--- src/sv/pclfu_pkg.sv ---
// shared types and constants for the lfu page cache with count decay
// no dependencies
`default_nettype none

package pclfu_pkg;

  // configuration port
  localparam int CFG_IDX_W  = 1;
  localparam int CFG_DATA_W = 25;
  localparam int LPP_W      = 5;
  localparam int PERIOD_W   = 25;

  localparam logic [CFG_IDX_W-1:0] CFG_LPP_LOG2     = 1'd0;
  localparam logic [CFG_IDX_W-1:0] CFG_DECAY_PERIOD = 1'd1;

  localparam logic [LPP_W-1:0]    LPP_RESET    = 5'd6;
  localparam logic [PERIOD_W-1:0] PERIOD_RESET = 25'd4096;

  // fixed widths of result fields
  localparam int FRAME_OUT_W = 6;
  localparam int PAGE_OUT_W  = 48;

  // datapath operations issued by the controller
  typedef enum logic [3:0] {
    OP_NONE,
    OP_START,
    OP_LOOK,
    OP_ALLOC,
    OP_MIN,
    OP_HIT_RD,
    OP_HIT_WR,
    OP_INSTALL,
    OP_TICK,
    OP_DECAY,
    OP_OUT
  } dp_op_t;

  typedef enum logic [3:0] {
    S_IDLE,
    S_LOOK,
    S_ALLOC,
    S_MIN,
    S_HIT_RD,
    S_HIT_WR,
    S_INSTALL,
    S_TICK,
    S_DECAY,
    S_DONE
  } ctl_state_t;

  typedef struct packed {
    logic match;
    logic look_end;
    logic full;
    logic scan_end;
    logic decay_due;
    logic out_free;
  } dp_stat_t;

endpackage

`default_nettype wire

--- src/sv/pclfu_ctrl.sv ---
// controller: sequences lookup, allocation, victim scan, count update and decay sweep
// depends on pclfu_pkg
`default_nettype none

module pclfu_ctrl import pclfu_pkg::*; (
  input  wire logic     clk,
  input  wire logic     rst_n,
  input  wire logic     in_valid,
  output logic          in_stall,
  input  wire dp_stat_t stat,
  output dp_op_t        op
);

  ctl_state_t state_r;
  ctl_state_t state_nxt;

  always_ff @(posedge clk) begin
    if (!rst_n) begin
      state_r <= S_IDLE;
    end else begin
      state_r <= state_nxt;
    end
  end

  always_comb begin
    state_nxt = state_r;
    op        = OP_NONE;
    in_stall  = 1'b1;
    unique case (state_r)
      S_IDLE: begin
        in_stall = 1'b0;
        if (in_valid) begin
          op        = OP_START;
          state_nxt = S_LOOK;
        end
      end
      S_LOOK: begin
        op = OP_LOOK;
        if (stat.match) begin
          state_nxt = S_HIT_RD;
        end else if (stat.look_end) begin
          state_nxt = S_ALLOC;
        end
      end
      S_ALLOC: begin
        op        = OP_ALLOC;
        state_nxt = stat.full ? S_MIN : S_INSTALL;
      end
      S_MIN: begin
        op = OP_MIN;
        if (stat.scan_end) begin
          state_nxt = S_INSTALL;
        end
      end
      S_HIT_RD: begin
        op        = OP_HIT_RD;
        state_nxt = S_HIT_WR;
      end
      S_HIT_WR: begin
        op        = OP_HIT_WR;
        state_nxt = S_TICK;
      end
      S_INSTALL: begin
        op        = OP_INSTALL;
        state_nxt = S_TICK;
      end
      S_TICK: begin
        op        = OP_TICK;
        state_nxt = stat.decay_due ? S_DECAY : S_DONE;
      end
      S_DECAY: begin
        op = OP_DECAY;
        if (stat.scan_end) begin
          state_nxt = S_DONE;
        end
      end
      S_DONE: begin
        // hold the result until the output register is free
        if (stat.out_free) begin
          op        = OP_OUT;
          state_nxt = S_IDLE;
        end
      end
      default: begin
        state_nxt = S_IDLE;
      end
    endcase
  end

endmodule

`default_nettype wire

--- config.mk ---
export PLATFORM = sky130hd
export DESIGN_NAME = pclfu_ctrl
export DESIGN_NICKNAME = d
export VERILOG_FILES = /design/src/sv/pclfu_pkg.sv /design/src/sv/pclfu_ctrl.sv
export SDC_FILE = /design/constraint.sdc
export NUM_CORES = 1
export LEC_CHECK = 0
export ABC_CLOCK_PERIOD_IN_PS = 2390
export BUFFER_PORTS_ARGS = -buffer_cell sky130_fd_sc_hd__buf_2
export CORE_AREA = 2 2 39 41
export DETAILED_ROUTE_END_ITERATION = 12
export DIE_AREA = 0 0 41 43
export SETUP_SLACK_MARGIN = 0.3
export SKIP_CTS_REPAIR_TIMING = 1
export SYNTH_ARGS = -nofsm -noshare
export SYNTH_HDL_FRONTEND = slang
export SYNTH_SLANG_ARGS = --single-unit
--- constraint.sdc ---
create_clock -name clk -period 2.39 [get_ports clk]
set_input_delay 0.1195 -clock clk [delete_from_list [all_inputs] [get_ports clk]]
set_output_delay 0.1195 -clock clk [all_outputs]
set_load 0.02 [all_outputs]
==> qor.yml, run 1 <==
initial_core_util_pct: 29.2
numCtsBuffers: 3
critPathLaunchType: "register"
reg_top3: "state_r: 4 flops"
synth.area.mux_share_pct: 7.43
clock_path_buffers: 2
synth.avg_cell_area_um2: 7.35
seq_power_share_pct: 27.7
die-area_um2: 1760
core-area_um2: 1380
path_clk_slew_ns: 0.04
area_growth_pct: 18.0
cts_tree: "built"
yosysSeqAreaShare_pct: 19.8
synth_top_family_by_area: "compound AO/OA/AOI/OAI gates"
power_density_nw_per_um2: 1090
switching_share_pct: 48.0
ys_types: 28
synth_nets: 64
required_ns: 2.27
grt_use_met2_pct: 18.4
wl_per_cell_um: 11.3
top_usage_layer: "met2"
top_register: "state_r"
p_switching_mw: 0.250
n_antenna_cell: 0
dr.pass1.iters: 4
first_iter_violations: 13
power_mw: 0.521
drt-total-wl_um: 912
finalCriticalPeriod_ns: 1.73
synthCells: 55
place_hpwl_um: 659
largest_reg_flops: 4
hp-class: "input port to register"
die_x_um: 41
utilization_pct: 34.4
max_freq_mhz: 578
root_buffer: "clkbuf_4"
ant_nets: 0
clock_skew_ns: 0.00326
slew_headroom_pct: 63.2
synth.largest_area_cell: "dfxtp_1"
ys_seq_elements: 4
fin_setup_tns_ns: 0
grt_antenna_before_repair: 0
grt_pass1_wl_um: 1410
cts.sinks: 4
synth-edff-count: 0
drv_cap: 0
ys_warn_count: 0
hold_viol: 0
clock_latency_ns: 0.24
drc: 0
routed_via_density: 5.35
htreeDepth: 1
syn-cell-area_um2: 404
crit_type: "register to output pin"
placed_area_um2: 454
synth-xor-area-share_pct: 4.33
synth_top_area_share_pct: 19.8
final_cell_area_um2: 477
ioPinCount: 14
tightest_slew_ns: 0.551
grt_pass1_vias: 369
clockPowerShare_pct: 16.7
setup_viol: 0
grtUsageMet3_pct: 3.14
grt_use_met1_pct: 13.2
crit_fanout: 11
p_int_mw: 0.271
endpoint_kind: "output pin"
fillCellCount: 146
rsz0062_at_grt: "no"
fin_crit_sh_pct: 72.5
layout.nets: 76
pwr-share-comb_pct: 55.5
grt.total_usage_pct: 12.2
critical_path_arrival_ns: 1.61
ys_top_cells_by_area: "dfxtp_1 (20%), mux2i_1 (7.4%), a211oi_1 (5.6%)"
synth-simple-area-share_pct: 26.9
grt_max_degree: 19
synthTopCellsByCount: "nand2_1 (6), buf_2 (4), dfxtp_1 (4), nor2_1 (4)"
outcome: "finished clean"
synth_compound_area_share_pct: 31.0
fp-row-count: 14
synth.most_common_cell: "nand2_1"
synth_fa_ha_area_share_pct: 0
peakVddDrop_v: 0.000293
drive_above_1_share_pct: 27.7
power_leakage_nw: 0.206
portBuffers: 13
gp_congestion: 0.768
maxSlewViolCount: 0
async_flop_share_pct: 0
num_vias: 433
synth_flop_cell: "dfxtp_1"
die_h_um: 43
overflow: 0
## cells by family (layout without fill, tap and decap cells)
| logic type | Yosys count | count (layout) |
|---|---|---|
| and+or+nand+nor | 21 | 21 |
| AOI/OAI and AO/OA | 17 | 17 |
| buffers and inverters | 8 | 18 |
| DFF | 4 | 4 |
| muxes | 3 | 3 |
| xor gates and xnor gates | 2 | 2 |
## power by group through the flow
stage / clock network [mW] / registers, mW / logic, mW
finish: 0.0872 / 0.145 / 0.289
global route: 0.0940 / 0.150 / 0.313
CTS: 0.0875 / 0.143 / 0.291
detailed placement: 0 / 0.144 / 0.290
global placement: 0 / 0.142 / 0.289
floorplan: 0 / 0.0944 / 0.292
## per-stage QoR
stage / worst slack, ns / instances / hold WS [ns]
after global routing: 0.537 / 81 / 0.195
after floorplan: 0.910 / 55 / 0.270
after detailed placement: 0.805 / 78 / 0.433
after global placement: 0.806 / 78 / 0.431
final: 0.658 / 81 / 0.183
after CTS: 0.668 / 81 / 0.184
## metal layers
layer	up-vias	wire, um
met5	-	0
met4	0	21
met3	2	47
met2	12	420
met1	195	423
li1	224	-
## cell usage in the layout, fill, tap and decap left out, types with 3 or more instances in the layout
cell type,Yosys,layout
buf_2,4,13
nand2_1,6,6
nor2_1,4,4
dfxtp_1,4,4
a211oi_1,3,3
a21oi_1,3,3
mux2i_1,3,3
clkbuf_4,0,3
## critical path, stage by stage, from the launching register on
cell and delay [ns]:
dfxtp_1 0.41, or2_1 0.36, or3_2 0.43, buf_2 0.17
## cell type report
| cell class | instances | area, um2 | area share [%] |
|---|---|---|---|
| inverter | 2 | 7.51 | 1.57 |
| timing repair buffer | 13 | 65.1 | 13.6 |
| tap | 16 | 20.0 | 4.20 |
| multi-input combinational | 43 | 282 | 59.1 |
| sequential | 4 | 80.1 | 16.8 |
| clock buffer | 3 | 22.5 | 4.72 |
## worst paths after layout
kind,startpoint,end,slack (ns),cells past startpoint
worst min-delay path,rst_n,state_r[0]$_SDFFE_PN0P_,0.18,3
worst max register to register,state_r[0]$_SDFFE_PN0P_,state_r[1]$_SDFFE_PN0P_,0.78,4
worst max-delay path,state_r[1]$_SDFFE_PN0P_,in_stall,0.66,3
worst min register to register,state_r[2]$_SDFFE_PN0P_,state_r[2]$_SDFFE_PN0P_,0.61,2
Power figures use the tool's default switching activity.
==> inputs of run 2 (changes only) <==
--- a/config.mk
+++ b/config.mk
@@ -5,7 +5,7 @@
 export SDC_FILE = /design/constraint.sdc
 export NUM_CORES = 1
 export LEC_CHECK = 0
-export ABC_CLOCK_PERIOD_IN_PS = 2390
+export ABC_CLOCK_PERIOD_IN_PS = 1500
 export BUFFER_PORTS_ARGS = -buffer_cell sky130_fd_sc_hd__buf_2
 export CORE_AREA = 2 2 39 41
 export DETAILED_ROUTE_END_ITERATION = 12
==> constraint.sdc (replaced) <==
create_clock -name clk -period 1.5 [get_ports clk]
set_input_delay 0.075 -clock clk [delete_from_list [all_inputs] [get_ports clk]]
set_output_delay 0.075 -clock clk [all_outputs]
set_load 0.02 [all_outputs]
==> qor.yml, run 2 (synthesized netlist as in run 1, its figures left out) <==
grt_max_degree: 15
dr.pass1.iters: 4
overflow: 0
dp.cells: 83
r2r_cells: 4
stdcell_count: 89
final_cell_mix: "buf_2 (10), buf_4 (8), nand2_1 (6)"
hp-class: "input port to register"
die-area_um2: 1760
final_common_cell: "buf_2"
hold_viol: 0
num_vias: 443
clock_path_buffers: 2
slowest_stage: "dfxtp_4"
routed_via_density: 4.98
rsz0062_at_grt: "yes"
setup_viol: 0
endpoint_kind: "output pin"
required_ns: 1.42
finalCriticalPeriod_ns: 1.44
die_x_um: 41
power_density_nw_per_um2: 1840
core-area_um2: 1380
path_clk_slew_ns: 0.04
max_freq_mhz: 697
drc: 0
fp-row-count: 14
largest_reg_flops: 4
portBuffers: 13
numCtsBuffers: 3
power_leakage_nw: 0.265
initial_core_util_pct: 29.2
reg_top3: "state_r: 4 flops"
grt.total_usage_pct: 12.2
drive_above_1_share_pct: 47.9
utilization_pct: 44.0
top_register: "state_r"
grt_pass1_vias: 368
wl_per_cell_um: 12.4
grt_antenna_before_repair: 0
gp_congestion: 0.761
area_growth_pct: 50.8
first_iter_violations: 6
drt-total-wl_um: 1110
outcome: "finished clean"
cts_tree: "built"
min_path_cells: 3
peakVddDrop_v: 0.000810
critPathLaunchType: "register"
place_hpwl_um: 768
n_antenna_cell: 0
layout.nets: 84
cts.sinks: 4
htreeDepth: 1
crit_type: "register to output pin"
drv_cap: 0
tightest_slew_ns: 0.289
crit_fanout: 8
slew_headroom_pct: 80.8
maxSlewViolCount: 0
worstPathCellList: "or2_4 > or3_4 > buf_6"
fin_crit_sh_pct: 95.7
critical_path_arrival_ns: 1.36
ant_nets: 0
clock_skew_ns: 0.00255
root_buffer: "clkbuf_4"
die_h_um: 43
placed_area_um2: 513
clock_latency_ns: 0.24
final_cell_area_um2: 609
ioPinCount: 14
critical-path-max-stage-delay_ns: 0.36
grt_pass1_wl_um: 1500
run 2: cell count changes in the layout (fill, tap and decap cells not counted), moves of 2 or more:
cell	before	now
dfxtp_4	0	3
a211oi_2	0	2
buf_6	0	3
buf_4	0	8
a211oi_1	3	1
buf_2	13	10
dfxtp_1	4	0
run 2: critical path, delay by kind of cell, from the launching register on:
family,cells,cell delay (ns)
simple gates,2,0.63
flops,1,0.36
buf+inv,1,0.14
run 2: path summary, 6_finish.rpt:
check | from | slack, ns | end
setup reg to reg | state_r[2]$_SDFFE_PN0P_ | 0.20 | state_r[0]$_SDFFE_PN0P_
hold reg to reg | state_r[1]$_SDFFE_PN0P_ | 0.51 | state_r[1]$_SDFFE_PN0P_
hold / removal | rst_n | 0.14 | state_r[3]$_SDFFE_PN0P_
setup / recovery | state_r[2]$_SDFFE_PN0P_ | 0.06 | in_stall
run 2: area by class of cell:
| class | count | area [um2] |
|---|---|---|
| clock buffer | 3 | 22.5 |
| inverter | 2 | 7.51 |
| multi-input combinational | 43 | 323 |
| tap | 16 | 20.0 |
| sequential | 4 | 92.6 |
| fill | 149 | 774 |
| timing repair buffer | 21 | 144 |
run 2: routing by layer:
| layer | global-route usage, % | vias up | wire length [um] |
|---|---|---|---|
| met2 | 17.8 | 11 | 560 |
| met4 | 4.00 | 0 | 0 |
| met5 | 0 | - | 0 |
| li1 | - | 236 | - |
| met1 | 16.9 | 196 | 477 |
| met3 | 3.14 | 0 | 67 |
run 2: stage by stage:
step	hold slack (ns)	TNS [ns]	setup WS, ns	power [mW]
after floorplan	0.226	0	0.253	0.666
after global placement	0.384	0	0.143	0.799
after detailed placement	0.386	0	0.130	0.802
after CTS	0.140	-0.0536	-0.0384	0.939
after global routing	0.144	0	0.0422	1.19
final	0.136	0	0.0649	1.12
run 2: power breakdown:
| part | internal, mW | leakage (nW) | total [mW] | switching (mW) |
|---|---|---|---|---|
| combinational | 0.411 | 0.216 | 0.774 | 0.364 |
| clock | 0.0898 | 0.0138 | 0.137 | 0.0475 |
| sequential | 0.150 | 0.0353 | 0.212 | 0.0621 |
